### src/sfd_pkg.sv
`timescale 1ns / 1ps

package sfd_pkg;

    // Byte position within a frame; header restarts at POS_FIRST.
    localparam logic [3:0] POS_FIRST = 4'd1;
    localparam logic [3:0] POS_LAST  = 4'd11;
    localparam logic [3:0] POS_IDLE  = 4'd12;
    localparam int STORE_DEPTH = 10;
    localparam int STORE_IDX_W = 4;

    localparam int CH_W = 11;

    // Configuration register indexes
    localparam int CFG_ADDR_W = 2;
    localparam logic [CFG_ADDR_W-1:0] CFG_SW_HIGH = 2'd0;
    localparam logic [CFG_ADDR_W-1:0] CFG_SW_MID  = 2'd1;
    localparam logic [CFG_ADDR_W-1:0] CFG_SW_LOW  = 2'd2;

    localparam logic [CH_W-1:0] SW_HIGH_RST = 11'd1200;
    localparam logic [CH_W-1:0] SW_MID_RST  = 11'd800;
    localparam logic [CH_W-1:0] SW_LOW_RST  = 11'd100;

    // Switch position codes
    localparam logic signed [1:0] SW_POS  = 2'sb01;
    localparam logic signed [1:0] SW_ZERO = 2'sb00;
    localparam logic signed [1:0] SW_NEG  = 2'sb11;
    localparam logic signed [1:0] SW_BAD  = 2'sb10;

    // Angle maps: Q24 coefficients, result with ANGLE_FRAC_BITS fraction bits
    localparam int ANGLE_FRAC_BITS = 8;
    localparam int COEF_FRAC = 24;
    localparam int ANGLE_SHIFT = COEF_FRAC - ANGLE_FRAC_BITS;
    localparam int ANGLE_W = 15;
    localparam int DIFF_W = 13;
    localparam int COEF_W = 22;
    localparam int PROD_W = DIFF_W + COEF_W;
    localparam int Q_W = PROD_W + 1;

    localparam logic signed [COEF_W-1:0] ROLL_HI_COEF  = 22'sd924082;
    localparam logic signed [COEF_W-1:0] ROLL_LO_COEF  = 22'sd918462;
    localparam logic signed [COEF_W-1:0] PITCH_LO_COEF = 22'sd1003965;
    localparam logic signed [COEF_W-1:0] PITCH_HI_COEF = 22'sd851158;

    localparam logic [CH_W-1:0] ROLL_KNEE  = 11'd994;
    localparam logic [CH_W-1:0] PITCH_KNEE = 11'd924;
    localparam logic signed [DIFF_W-1:0] RAW_TOP    = 13'sd1811;
    localparam logic signed [DIFF_W-1:0] ROLL_FLOOR = 13'sd172;
    localparam logic signed [DIFF_W-1:0] PITCH_MID  = 13'sd924;

    localparam logic signed [Q_W-1:0] ANGLE_45_Q = 36'sd754974720;
    localparam logic signed [Q_W-1:0] ANGLE_RND =
        {{(Q_W-1){1'b0}}, 1'b1} << (ANGLE_SHIFT - 1);
    localparam logic signed [Q_W-1:0] ANGLE_MAX = 36'sd16383;
    localparam logic signed [Q_W-1:0] ANGLE_MIN = -36'sd16384;

    typedef struct packed {
        logic [CH_W-1:0] ch1;
        logic [CH_W-1:0] ch2;
        logic [CH_W-1:0] ch3;
        logic [CH_W-1:0] ch5;
        logic [CH_W-1:0] ch6;
        logic [CH_W-1:0] ch7;
        logic [CH_W-1:0] ch8;
    } sfd_chan_t;

    typedef struct packed {
        logic [CH_W-1:0] high;
        logic [CH_W-1:0] mid;
        logic [CH_W-1:0] low;
    } sfd_thresh_t;

endpackage

### src/sfd_frame_asm.sv
`timescale 1ns / 1ps

module sfd_frame_asm (
    input  logic                clk,
    input  logic                rst_n,
    input  logic                accept,
    input  logic                frame_start,
    input  logic [7:0]          rx_byte,
    input  logic                advance,
    output logic                s1_valid,
    output sfd_pkg::sfd_chan_t  s1_chan
);

    logic [3:0] pos_reg;
    logic [3:0] pos_next;
    logic [7:0] store_reg [sfd_pkg::STORE_DEPTH];
    logic [sfd_pkg::STORE_IDX_W-1:0] store_idx;
    logic store_we;
    logic in_frame;
    logic frame_done;
    logic s1_valid_reg;
    logic s1_valid_next;
    sfd_pkg::sfd_chan_t chan_reg;
    sfd_pkg::sfd_chan_t chan_next;

    always_comb
    begin
        in_frame   = (pos_reg >= sfd_pkg::POS_FIRST) && (pos_reg <= sfd_pkg::POS_LAST);
        pos_next   = pos_reg;
        store_we   = 1'b0;
        frame_done = 1'b0;
        store_idx  = pos_reg - sfd_pkg::POS_FIRST;
        if (accept)
        begin
            if (frame_start)
            begin
                pos_next = sfd_pkg::POS_FIRST;
            end
            else if (in_frame)
            begin
                pos_next   = pos_reg + 4'd1;
                store_we   = (pos_reg != sfd_pkg::POS_LAST);
                frame_done = (pos_reg == sfd_pkg::POS_LAST);
            end
        end
    end

    // 11-bit channels packed LSB first from byte 1; byte 11 is the live word
    always_comb
    begin
        chan_next.ch1 = {store_reg[1][2:0], store_reg[0]};
        chan_next.ch2 = {store_reg[2][5:0], store_reg[1][7:3]};
        chan_next.ch3 = {store_reg[4][0], store_reg[3], store_reg[2][7:6]};
        chan_next.ch5 = {store_reg[6][6:0], store_reg[5][7:4]};
        chan_next.ch6 = {store_reg[8][1:0], store_reg[7], store_reg[6][7]};
        chan_next.ch7 = {store_reg[9][4:0], store_reg[8][7:2]};
        chan_next.ch8 = {rx_byte, store_reg[9][7:5]};
    end

    assign s1_valid_next = advance ? frame_done : s1_valid_reg;

    always_ff @(posedge clk or negedge rst_n)
    begin
        if (!rst_n)
        begin
            pos_reg      <= sfd_pkg::POS_IDLE;
            s1_valid_reg <= 1'b0;
        end
        else
        begin
            pos_reg      <= pos_next;
            s1_valid_reg <= s1_valid_next;
        end
    end

    always_ff @(posedge clk)
    begin
        if (store_we)
        begin
            store_reg[store_idx] <= rx_byte;
        end
        if (frame_done)
        begin
            chan_reg <= chan_next;
        end
    end

    assign s1_valid = s1_valid_reg;
    assign s1_chan  = chan_reg;

    a_pos_range: assert property (@(posedge clk) disable iff (!rst_n)
        pos_reg <= sfd_pkg::POS_IDLE)
        else $error("byte position out of range");

    a_start_restarts: assert property (@(posedge clk) disable iff (!rst_n)
        accept && frame_start |=> pos_reg == sfd_pkg::POS_FIRST)
        else $error("header did not restart frame");

    a_result_from_last: assert property (@(posedge clk) disable iff (!rst_n)
        $rose(s1_valid_reg) |->
            $past(accept && !frame_start && pos_reg == sfd_pkg::POS_LAST))
        else $error("frame result without last byte");

endmodule

### src/sfd_chan_conv.sv
`timescale 1ns / 1ps

module sfd_chan_conv (
    input  logic                         clk,
    input  logic                         rst_n,
    input  logic                         advance,
    input  logic                         s1_valid,
    input  sfd_pkg::sfd_chan_t           s1_chan,
    input  sfd_pkg::sfd_thresh_t         thresh,
    output logic                         out_valid,
    output logic [sfd_pkg::CH_W-1:0]     throttle,
    output logic signed [sfd_pkg::ANGLE_W-1:0] roll_deg,
    output logic signed [sfd_pkg::ANGLE_W-1:0] pitch_deg,
    output logic signed [1:0]            switch_a,
    output logic signed [1:0]            switch_b,
    output logic signed [1:0]            switch_c,
    output logic [sfd_pkg::CH_W-1:0]     aux_level
);

    function automatic logic signed [1:0] quantize(
        input logic [sfd_pkg::CH_W-1:0] raw,
        input logic signed [1:0]        held,
        input sfd_pkg::sfd_thresh_t     th
    );
        logic signed [1:0] pos;
        begin
            if (raw > th.high)
                pos = sfd_pkg::SW_POS;
            else if (raw > th.mid)
                pos = sfd_pkg::SW_ZERO;
            else if (raw > th.low)
                pos = sfd_pkg::SW_NEG;
            else
                pos = held;
            return pos;
        end
    endfunction

    // Round half up to ANGLE_FRAC_BITS, then clamp to the output range
    function automatic logic signed [sfd_pkg::ANGLE_W-1:0] to_angle(
        input logic signed [sfd_pkg::Q_W-1:0] q
    );
        logic signed [sfd_pkg::Q_W-1:0] v;
        begin
            v = (q + sfd_pkg::ANGLE_RND) >>> sfd_pkg::ANGLE_SHIFT;
            if (v > sfd_pkg::ANGLE_MAX)
                v = sfd_pkg::ANGLE_MAX;
            else if (v < sfd_pkg::ANGLE_MIN)
                v = sfd_pkg::ANGLE_MIN;
            return v[sfd_pkg::ANGLE_W-1:0];
        end
    endfunction

    logic signed [sfd_pkg::DIFF_W-1:0] roll_raw;
    logic signed [sfd_pkg::DIFF_W-1:0] pitch_raw;
    logic signed [sfd_pkg::DIFF_W-1:0] roll_diff;
    logic signed [sfd_pkg::DIFF_W-1:0] pitch_diff;
    logic signed [sfd_pkg::COEF_W-1:0] roll_coef;
    logic signed [sfd_pkg::COEF_W-1:0] pitch_coef;
    logic signed [sfd_pkg::Q_W-1:0]    roll_base_next;
    logic signed [sfd_pkg::Q_W-1:0]    pitch_base_next;
    logic signed [sfd_pkg::PROD_W-1:0] roll_prod_next;
    logic signed [sfd_pkg::PROD_W-1:0] pitch_prod_next;

    logic signed [sfd_pkg::Q_W-1:0]    roll_base_reg;
    logic signed [sfd_pkg::Q_W-1:0]    pitch_base_reg;
    logic signed [sfd_pkg::PROD_W-1:0] roll_prod_reg;
    logic signed [sfd_pkg::PROD_W-1:0] pitch_prod_reg;
    logic [sfd_pkg::CH_W-1:0]          s2_throttle_reg;
    logic [sfd_pkg::CH_W-1:0]          s2_aux_reg;
    logic signed [1:0]                 sw_a_next;
    logic signed [1:0]                 sw_b_next;
    logic signed [1:0]                 sw_c_next;
    logic signed [1:0]                 s2_sw_a_reg;
    logic signed [1:0]                 s2_sw_b_reg;
    logic signed [1:0]                 s2_sw_c_reg;
    logic signed [1:0]                 held_a_reg;
    logic signed [1:0]                 held_b_reg;
    logic signed [1:0]                 held_c_reg;
    logic                              s1_take;
    logic                              s2_valid_reg;
    logic                              s2_valid_next;
    logic                              out_valid_reg;
    logic                              out_valid_next;

    logic [sfd_pkg::CH_W-1:0]              out_throttle_reg;
    logic [sfd_pkg::CH_W-1:0]              out_aux_reg;
    logic signed [sfd_pkg::ANGLE_W-1:0]    out_roll_reg;
    logic signed [sfd_pkg::ANGLE_W-1:0]    out_pitch_reg;
    logic signed [1:0]                     out_sw_a_reg;
    logic signed [1:0]                     out_sw_b_reg;
    logic signed [1:0]                     out_sw_c_reg;

    assign s1_take = s1_valid && advance;

    // Stage 2: pick the segment of each map, multiply, and quantize the switches
    always_comb
    begin
        roll_raw  = {2'b00, s1_chan.ch2};
        pitch_raw = {2'b00, s1_chan.ch3};
        if (s1_chan.ch2 >= sfd_pkg::ROLL_KNEE)
        begin
            roll_diff      = roll_raw - sfd_pkg::RAW_TOP;
            roll_coef      = sfd_pkg::ROLL_HI_COEF;
            roll_base_next = sfd_pkg::ANGLE_45_Q;
        end
        else
        begin
            roll_diff      = roll_raw - sfd_pkg::ROLL_FLOOR;
            roll_coef      = sfd_pkg::ROLL_LO_COEF;
            roll_base_next = -sfd_pkg::ANGLE_45_Q;
        end
        if (s1_chan.ch3 <= sfd_pkg::PITCH_KNEE)
        begin
            pitch_diff      = pitch_raw - sfd_pkg::PITCH_MID;
            pitch_coef      = sfd_pkg::PITCH_LO_COEF;
            pitch_base_next = '0;
        end
        else
        begin
            pitch_diff      = pitch_raw - sfd_pkg::RAW_TOP;
            pitch_coef      = sfd_pkg::PITCH_HI_COEF;
            pitch_base_next = sfd_pkg::ANGLE_45_Q;
        end
        roll_prod_next  = roll_diff * roll_coef;
        pitch_prod_next = pitch_diff * pitch_coef;
        sw_a_next = quantize(s1_chan.ch5, held_a_reg, thresh);
        sw_b_next = quantize(s1_chan.ch6, held_b_reg, thresh);
        sw_c_next = quantize(s1_chan.ch8, held_c_reg, thresh);
    end

    assign s2_valid_next  = advance ? s1_valid : s2_valid_reg;
    assign out_valid_next = advance ? s2_valid_reg : out_valid_reg;

    always_ff @(posedge clk or negedge rst_n)
    begin
        if (!rst_n)
        begin
            s2_valid_reg  <= 1'b0;
            out_valid_reg <= 1'b0;
            held_a_reg    <= sfd_pkg::SW_ZERO;
            held_b_reg    <= sfd_pkg::SW_ZERO;
            held_c_reg    <= sfd_pkg::SW_ZERO;
        end
        else
        begin
            s2_valid_reg  <= s2_valid_next;
            out_valid_reg <= out_valid_next;
            if (s1_take)
            begin
                held_a_reg <= sw_a_next;
                held_b_reg <= sw_b_next;
                held_c_reg <= sw_c_next;
            end
        end
    end

    always_ff @(posedge clk)
    begin
        if (s1_take)
        begin
            roll_prod_reg   <= roll_prod_next;
            pitch_prod_reg  <= pitch_prod_next;
            roll_base_reg   <= roll_base_next;
            pitch_base_reg  <= pitch_base_next;
            s2_throttle_reg <= s1_chan.ch1;
            s2_aux_reg      <= s1_chan.ch7;
            s2_sw_a_reg     <= sw_a_next;
            s2_sw_b_reg     <= sw_b_next;
            s2_sw_c_reg     <= sw_c_next;
        end
        // Stage 3: add segment base, round, clamp
        if (advance && s2_valid_reg)
        begin
            out_roll_reg     <= to_angle(roll_base_reg + sfd_pkg::Q_W'(roll_prod_reg));
            out_pitch_reg    <= to_angle(pitch_base_reg + sfd_pkg::Q_W'(pitch_prod_reg));
            out_throttle_reg <= s2_throttle_reg;
            out_aux_reg      <= s2_aux_reg;
            out_sw_a_reg     <= s2_sw_a_reg;
            out_sw_b_reg     <= s2_sw_b_reg;
            out_sw_c_reg     <= s2_sw_c_reg;
        end
    end

    assign out_valid = out_valid_reg;
    assign throttle  = out_throttle_reg;
    assign roll_deg  = out_roll_reg;
    assign pitch_deg = out_pitch_reg;
    assign switch_a  = out_sw_a_reg;
    assign switch_b  = out_sw_b_reg;
    assign switch_c  = out_sw_c_reg;
    assign aux_level = out_aux_reg;

    a_switch_codes: assert property (@(posedge clk) disable iff (!rst_n)
        out_valid_reg |-> out_sw_a_reg != sfd_pkg::SW_BAD
            && out_sw_b_reg != sfd_pkg::SW_BAD && out_sw_c_reg != sfd_pkg::SW_BAD)
        else $error("illegal switch code on output");

    a_held_only_on_frame: assert property (@(posedge clk) disable iff (!rst_n)
        !s1_take |=> $stable(held_a_reg) && $stable(held_b_reg) && $stable(held_c_reg))
        else $error("held switch changed without a frame");

    a_stage_moves: assert property (@(posedge clk) disable iff (!rst_n)
        s2_valid_reg && advance |=> out_valid_reg)
        else $error("stage 2 word lost");

endmodule

### src/sbus_frame_channel_decoder_unit.sv
`timescale 1ns / 1ps

// Radio-control serial frame decoder.
// Input channel (in_valid/in_ready): one received byte per word; frame_start
// marks the header byte, which restarts the byte count. Bytes 1..11 are
// collected; the word carrying byte 11 produces one output word. Other bytes
// (after byte 11, or with no header seen since reset) produce nothing.
// Output channel (out_valid/out_ready): throttle and aux_level raw, roll_deg
// and pitch_deg in signed degrees with 8 fraction bits, three switch
// positions (-1/0/+1; raw at or below the low threshold keeps the last one).
// Path: the edge accepting byte 11 loads the unpack register; the multiplier
// register and then the output register take the word after it, each moving
// only while the output register is empty or being taken.
// Throughput: one byte per cycle while the output side takes words; in_ready
// is high whenever the output register is empty or being taken.
// Receiver stall: the three stages freeze together and in_ready drops only
// once the output register is held and full.
// Reset: byte counter idle (waits for a header), held switches zero,
// thresholds 1200/800/100. Thresholds are written through cfg_we/cfg_addr/
// cfg_wdata, by the user only while no frame is in flight; not enforced here.
module sbus_frame_channel_decoder_unit (
    input  logic                                clk,
    input  logic                                rst_n,
    input  logic                                in_valid,
    output logic                                in_ready,
    input  logic                                frame_start,
    input  logic [7:0]                          rx_byte,
    output logic                                out_valid,
    input  logic                                out_ready,
    output logic [sfd_pkg::CH_W-1:0]            throttle,
    output logic signed [sfd_pkg::ANGLE_W-1:0]  roll_deg,
    output logic signed [sfd_pkg::ANGLE_W-1:0]  pitch_deg,
    output logic signed [1:0]                   switch_a,
    output logic signed [1:0]                   switch_b,
    output logic signed [1:0]                   switch_c,
    output logic [sfd_pkg::CH_W-1:0]            aux_level,
    input  logic                                cfg_we,
    input  logic [sfd_pkg::CFG_ADDR_W-1:0]      cfg_addr,
    input  logic [sfd_pkg::CH_W-1:0]            cfg_wdata
);

    sfd_pkg::sfd_thresh_t thresh_reg;
    sfd_pkg::sfd_thresh_t thresh_next;
    sfd_pkg::sfd_chan_t   s1_chan;
    logic                 s1_valid;
    logic                 advance;
    logic                 accept;

    // Whole pipeline moves when the output register is empty or being taken
    assign advance  = !out_valid || out_ready;
    assign in_ready = advance;
    assign accept   = in_valid && advance;

    always_comb
    begin
        thresh_next = thresh_reg;
        if (cfg_we)
        begin
            case (cfg_addr)
                sfd_pkg::CFG_SW_HIGH: thresh_next.high = cfg_wdata;
                sfd_pkg::CFG_SW_MID:  thresh_next.mid  = cfg_wdata;
                sfd_pkg::CFG_SW_LOW:  thresh_next.low  = cfg_wdata;
                default:              thresh_next = thresh_reg;
            endcase
        end
    end

    always_ff @(posedge clk or negedge rst_n)
    begin
        if (!rst_n)
        begin
            thresh_reg.high <= sfd_pkg::SW_HIGH_RST;
            thresh_reg.mid  <= sfd_pkg::SW_MID_RST;
            thresh_reg.low  <= sfd_pkg::SW_LOW_RST;
        end
        else
        begin
            thresh_reg <= thresh_next;
        end
    end

    sfd_frame_asm u_asm (
        .clk         (clk),
        .rst_n       (rst_n),
        .accept      (accept),
        .frame_start (frame_start),
        .rx_byte     (rx_byte),
        .advance     (advance),
        .s1_valid    (s1_valid),
        .s1_chan     (s1_chan)
    );

    sfd_chan_conv u_conv (
        .clk       (clk),
        .rst_n     (rst_n),
        .advance   (advance),
        .s1_valid  (s1_valid),
        .s1_chan   (s1_chan),
        .thresh    (thresh_reg),
        .out_valid (out_valid),
        .throttle  (throttle),
        .roll_deg  (roll_deg),
        .pitch_deg (pitch_deg),
        .switch_a  (switch_a),
        .switch_b  (switch_b),
        .switch_c  (switch_c),
        .aux_level (aux_level)
    );

endmodule

### config.mk
export PLATFORM = sky130hd
export DESIGN_NAME = sbus_frame_channel_decoder_unit
export DESIGN_NICKNAME = d
export VERILOG_FILES = /design/src/sfd_pkg.sv /design/src/sfd_frame_asm.sv /design/src/sfd_chan_conv.sv /design/src/sbus_frame_channel_decoder_unit.sv
export SDC_FILE = /design/constraint.sdc
export NUM_CORES = 1
export LEC_CHECK = 0
export BUFFER_PORTS_ARGS = -buffer_cell sky130_fd_sc_hd__buf_2
export CORE_ASPECT_RATIO = 1.5
export CORE_MARGIN = 3
export CORE_UTILIZATION = 64
export DETAILED_ROUTE_END_ITERATION = 7
export GPL_TIMING_DRIVEN = 0
export PLACE_DENSITY = 0.92
export SLEW_MARGIN = 30
export SYNTH_ARGS = -nofsm -noshare
export SYNTH_HDL_FRONTEND = slang
export SYNTH_SLANG_ARGS = --single-unit
### constraint.sdc
create_clock -name clk -period 9.6 [get_ports clk]
set_input_delay 0.48 -clock clk [delete_from_list [all_inputs] [get_ports clk]]
set_output_delay 0.48 -clock clk [all_outputs]
set_load 0.02 [all_outputs]
# [Yosys cells after proc, flatten, opt, wreduce, memory -nomap -nowiden]
# Memories as Yosys holds them, arrays and structs flattened. A register that Yosys moved wholly into a read port is not among the register bits.
# Index checks and enable logic that the tools add are counted.
[totals] register_bits=283 mem_bits_rw=80 wordCells=100 memories=1
[memory_table] memory="u_asm.store_reg" depth=10 width=8 rd=10 rd_clocked_by_memory_dff=10 write_ports=1 line="sfd_frame_asm.sv:16" rtl="logic [7:0] store_reg [sfd_pkg::STORE_DEPTH];"
[classes] n_addsub=10 n_mul=2 magnitude_cmp=17 eq_ne=4 mux=27 reduce_logical=12
[ops] cell="$gt A11 B11 Y1" n=9
[ops] cell="$add A36 B17 Y36 const B" n=2
[ops] cell="$add A36 B34 Y36" n=2
[ops] cell="$mul A13 B21 Y34" n=2
[ops] cell="$gt A20 B15 Y1 const B" n=2
[ops] cell="$lt A20 B15 Y1 const B" n=2
[ops] cell="$mux W13" n=3
[ops] cell="$mux W36" n=1
[ops] cell="$mux W15" n=2
[ops] cell="$mux W30" n=1
[ops] cell="$sub A11 B11 Y12 const B" n=2
[ops] cell="$mux W18" n=1
[ops] cell="$mux W2" n=9
[ops] cell="$sub A11 B10 Y12 const B" n=1
[ops] cell="$sub A11 B8 Y12 const B" n=1
[ops] cell="$ge A11 B10 Y1 const B" n=1
[ops] cell="$le A11 B10 Y1 const B" n=1
[ops] cell="$mux W1" n=8
[ops] cell="$mux W4" n=2
[ops] cell="$reduce_and A2 Y1" n=4
[ops] cell="$add A4 B1 Y4 const B" n=1
[ops] cell="$eq A4 B4 Y1 const B" n=1
[ops] cell="$ge A4 B1 Y1 const B" n=1
[ops] cell="$le A4 B4 Y1 const B" n=1
[ops] cell="other kinds (9)" n=12

# [Logic depth before layout (Yosys ltp)]
[depth] word_depth=7 mapped_depth=32 mapped_depth_nobuf=31

# [Modules after synthesis]
# A second synthesis with hierarchy kept.
[hier_totals] cells_unflattened=2281 area_unflattened_um2=26593.0
[modules_own_cells] module="sfd_chan_conv" instances=1 cells_each=1995 area_per_inst_um2=20265.7 seq_area_each_um2=4013.8
[modules_own_cells] module="sfd_frame_asm" instances=1 cells_each=212 area_per_inst_um2=4931.0 seq_area_each_um2=4511.8
[modules_own_cells] module="sbus_frame_channel_decoder_unit" instances=1 cells_each=74 area_per_inst_um2=1396.3 seq_area_each_um2=838.3

# [Worst setup path after synthesis]
# OpenSTA, ideal clock, no wires.
[synth_path] path_type="reg-to-reg" from="reg u_asm.s1_chan[57] (netlist name)" to="reg u_conv.roll_prod_reg[32] (netlist bit) (data pin)" setup_time_ns=0.258 arrival_time_ns=7.336 required_time_ns=9.342 setup_slack_ns=2.007 path_stages_with_launch=29 n_path_buf=2 synth_period_minus_slack_ns=7.593 path_cell_list="edfxtp_1 inv_1 ha_1 nand2_1 a211oi_1 or2_0 buf_6 inv_2 clkbuf_1 o21ai_0 inv_1 fa_1 fa_1 fa_1 inv_1 fa_1 inv_1 fa_1 fa_1 inv_1 ha_1 o21a_1 o2111ai_1 nor2_1 a2111o_1 and2_4 a2111o_1 a31oi_2 xnor2_1"
[synth_between] elab_chain_len=3 word_cells_on_any_way=6
[synth_rtl] element="$sub A11 B8 Y12 (tied with other cells)" line="sfd_chan_conv.sv:109" rtl="roll_diff = roll_raw - sfd_pkg::ROLL_FLOOR;"
[synth_rtl] element="$mux W13" line="sfd_chan_conv.sv:101" rtl="if (s1_chan.ch2 >= sfd_pkg::ROLL_KNEE)"
[synth_rtl] element="$mul A13 B21 Y34 (*)" line="sfd_chan_conv.sv:125" rtl="roll_prod_next = roll_diff * roll_coef;"
[synth_rtl] element="net u_conv.roll_prod_next, one bit" line="sfd_chan_conv.sv:62" rtl="logic signed [sfd_pkg::PROD_W-1:0] roll_prod_next;"
[synth_rtl] element="end signal: assignment" line="sfd_chan_conv.sv:162" rtl="roll_prod_reg <= roll_prod_next;"
[synth_rtl] element="end: declaration" line="sfd_chan_conv.sv:67" rtl="logic signed [sfd_pkg::PROD_W-1:0] roll_prod_reg;"
# Mark *: on every way through the listed nets, which the timed path passes. The rest lies on a longest branch.
# A chain may end at the register's enable or synchronous reset.

# [Worst setup path after layout]
[layout_path] from="reg u_asm.s1_chan[46] (netlist name)" to="reg u_conv.pitch_prod_reg[33] (netlist name)"
[layout_between] elab_chain_len=3 word_cells_on_any_way=6
[layout_rtl] element="$sub A11 B11 Y12 (tied with other cells)" line="sfd_chan_conv.sv:121" rtl="pitch_diff = pitch_raw - sfd_pkg::RAW_TOP;"
[layout_rtl] element="$mux W13 or $mux W18 (tied branches)" line="sfd_chan_conv.sv:113" rtl="if (s1_chan.ch3 <= sfd_pkg::PITCH_KNEE)"
[layout_rtl] element="$mul A13 B21 Y34 (*)" line="sfd_chan_conv.sv:126" rtl="pitch_prod_next = pitch_diff * pitch_coef;"
[layout_rtl] element="net u_conv.pitch_prod_next, one bit" line="sfd_chan_conv.sv:63" rtl="logic signed [sfd_pkg::PROD_W-1:0] pitch_prod_next;"
# Marks and branches as above.

==> results by group <==
Clocking
  • Clock sinks: 319
  • H-tree depth: 1
  • Clock transition at the registers of the reported paths: 0.07 ns
  • CTS tree: built
  • Clk buf depth: 3
  • Clock Tree Root: clkbuf_16
  • Total CTS buffers: 29
  • Worst skew pair latency: 0.58 ns
  • Setup Buffers After CTS: 0

Global routing
  • GR Util All Layers: 0.2757
  • First-pass GRT wire length: 93.24 mm
  • Largest net degree at the start of global routing: 55
  • GRT Residual Overflow: 0
  • Vias in the first global route: 18,870
  • Initial antenna violation count: 0

Die
  • Area of the core: 0.04043 mm^2
  • Die area: 0.04367 mm^2
  • Initial core utilization: 0.6515
  • I/O Pins: 87
  • Core Rows: 90
  • Die height: 254.5 um
  • Die Wd: 171.6 um

Finish
  • Share of cells above drive strength 1: 0.09183
  • Syn-to-layout area delta: 8.603%
  • Diode count: 0
  • Layout Nets: 3,107
  • Number of flip-flops in the largest register: 70
  • Finished Cell Area: 0.02860 mm^2

Synthesis
  • Seq/Total Area, Yosys: 0.3555
  • Synth Warn #: 0
  • Mapped Area: 0.02634 mm^2
  • Synth Register Bits: 319
  • Main flop type after synthesis: edfxtp_1
  • Post-Syn Instances: 2,302
  • Share of Yosys cell area claimed by the top area cell type: 0.3113
  • Area leader, netlist: edfxtp_1
  • Area contributors post-synth: edfxtp_1, fa_1, ha_1
  • EDFF count, synth: 273
  • Distinct cell type count after synthesis: 81
  • Ys async rst share: 0.1442
  • Syn Area/Cell: 11.44 um^2

Min path
  • Min-Delay Path Class: in -> reg
  • Hold path start: in_valid
  • Cells on Worst Hold Path: 2
  • WHS Endpoint: u_asm.pos_reg[3]

Worst setup path
  • FF-to-FF setup slack: 0.55 ns
  • RR Startpoint: u_asm.s1_chan[46]
  • Nature of the critical path endpoint: flop
  • Crit Path Class: reg -> reg
  • Worst-path maximum fanout: 11
  • Crit path largest cell delay: 0.53 ns
  • Buf/Inv on CP: 8
  • CP Launch Type: flop
  • Cell family with most CP delay: adder cells
  • Worst reg-to-reg path cell count: 29
  • Critical-path top delay cell: fa_1
  • Most Frequent Cell on Critical Path: fa_1
  • Critical path arrival: 9.36 ns
  • R2R Path End: u_conv.pitch_prod_reg[33]
  • Worst Path Required: 9.91 ns

Pwr
  • VDD IR-drop max: 0.1947 mV
  • Power consumption: 4125 uW
  • PD cells: 144.2 mW/mm^2
  • LEAKAGE: 0.01332 uW

Timing
  • Period utilization: 0.9426
  • Max_slew headroom: 0.3578
  • Clock skew: 0.007715 ns
  • Peak Freq: 110.5 MHz
  • Final hold vios: 0
  • Final worst slack: 0.5511 ns
  • Max-slew violation count: 0
  • Setup-failing EPs final: 0
  • RSZ-0062 raised after global routing: false
  • Setup_tns: 0 ns
  • Worst Max-Slew Pin Slew: 0.9533 ns
  • Final worst path period need: 9.049 ns

Detailed routing
  • Iteration-0 DRC Markers: 1,077
  • Vias: 17,290
  • Final wirelength: 58.41 mm
  • Drt drc: 0
  • Via density: 5.826
  • Detailed Routing Iterations Pass 1: 7
  • Post-route ant nets: 0
  • Drt wl/cell: 19.69 um

Placement
  • Area post-placement: 0.02756 mm^2
  • Port bufs: 86
  • Pre-CTS worst setup slack: 0.6476 ns
  • Hpwl dp: 48.31 mm
  • Routability cong.: 1.003

Run status
  • Status: completed

Run
  • Max_cap viols: 0
## metal layers
metal | wire [um] | track usage
met1 | 19640 | 0.2767
met2 | 31880 | 0.5252
met3 | 2119 | 0.02760
met4 | 4773 | 0.1910
met5 | 0 | 0
## cells in the mapped netlist, drive strengths merged, types with 5 or more instances
| cell type | instances |
|---|---|
| ha | 392 |
| clkbuf | 22 |
| a21oi | 71 |
| buf | 10 |
| a21boi | 5 |
| nand3 | 38 |
| nor4 | 6 |
| and3 | 8 |
| o21ai | 94 |
| nor2b | 24 |
| xnor2 | 53 |
| o31ai | 7 |
| a31oi | 15 |
| o21a | 26 |
| or3 | 6 |
| and4 | 5 |
| o211ai | 7 |
| nand2b | 14 |
| nor3 | 27 |
| edfxtp | 273 |
| a21o | 29 |
| a211o | 6 |
| fa | 250 |
| o32ai | 5 |
| nor2 | 99 |
| dfrtp | 34 |
| dfstp | 12 |
| nand2 | 103 |
| and2 | 10 |
| inv | 471 |
| o21bai | 6 |
| a211oi | 13 |
| xor2 | 39 |
| or2 | 15 |
| nand4 | 24 |
| o41ai | 5 |
| mux2 | 25 |
## how the worst max path moves through the flow
| stage | start | depth (start not counted) | endpoint |
|---|---|---|---|
| 2_1_floorplan | u_asm.s1_chan[57] | 28 | u_conv.roll_prod_reg[32] |
| 3_3_place_gp | u_asm.s1_chan[46] | 29 | u_conv.pitch_prod_reg[33] |
| 3_5_place_dp | u_asm.s1_chan[46] | 29 | u_conv.pitch_prod_reg[33] |
| 4_1_cts | u_asm.s1_chan[46] | 29 | u_conv.pitch_prod_reg[33] |
| 5_1_grt | u_asm.s1_chan[46] | 29 | u_conv.pitch_prod_reg[33] |
| 6_report | u_asm.s1_chan[46] | 29 | u_conv.pitch_prod_reg[33] |
## report_power, final
| group | leakage [uW] | switching [uW] | internal (uW) |
|---|---|---|---|
| clock | 0.000510 | 515 | 702 |
| combinational | 0.00981 | 737 | 531 |
| sequential | 0.00300 | 34.1 | 1610 |
| total | 0.0133 | 1290 | 2840 |
## logic make-up after synthesis
kind of cell             synth area share
adder cells (fa/ha/maj)            0.3762
flip-flops                         0.3555
AND/OR/NAND/NOR                   0.07135
other                           0.0002851
multiplexers                      0.01221
buffers and inverters             0.07273
AO/OA/AOI/OAI                     0.08105
XOR/XNOR                          0.03059
## placed cells by master (no fill, tap or decap), types with 12 or more instances in the layout
master     count
a211oi_1      12
o21a_1        26
nor3_1        26
or2_2         12
mux2_2        25
nand2_1      103
nor2b_1       24
o21ai_1       30
nand3_1       38
o21ai_0       63
xnor2_1       53
fa_1         250
inv_1        469
nand4_1       24
clkbuf_16     32
nand2b_1      14
dfstp_2       12
buf_2         92
nor2_1        98
a21o_1        29
ha_1         392
a31oi_1       13
edfxtp_1     273
a21oi_1       70
xor2_1        39
dfrtp_1       34
clkbuf_1      22
## worst register-to-register path: cells and delay by family (launching register included)
kind / cells / cell delay (ns)
AO/OA/AOI/OAI: 8 / 2.42
adder cells (fa/ha/maj): 8 / 3.55
buffers and inverters: 8 / 1.18
flip-flops: 1 / 0.50
AND/OR/NAND/NOR: 5 / 1.13
## stage by stage
stage / hold slack, ns / cells / utilization
after floorplan: 0.1844 / 2309 / -
after global placement: 0.4000 / 2901 / 0.6785
after detailed placement: 0.4045 / 2912 / 0.6818
after CTS: 0.05901 / 2967 / 0.7074
after global routing: 0.08976 / 2967 / 0.7076
final: 0.08682 / 2967 / 0.7076
## layout make-up
class	instances	area [um^2]
multi-input cells	1486	15100
fillers	2657	11820
flip-flops and latches	319	9364
inverters	472	1777
clock buffers	34	828.3
well taps	506	633.1
repair buffers	98	561.8
clock inverters	20	197.7
plain buffers	32	143.9
## what timing repair did
item / 4_1_cts / 5_1_grt
resized for setup: 0 / 0
hold endpoints to repair: 34 / 0
hold buffers: 1 / 0
setup endpoints to repair: 0 / 0
No activity file was read; power rests on OpenSTA's default activity.
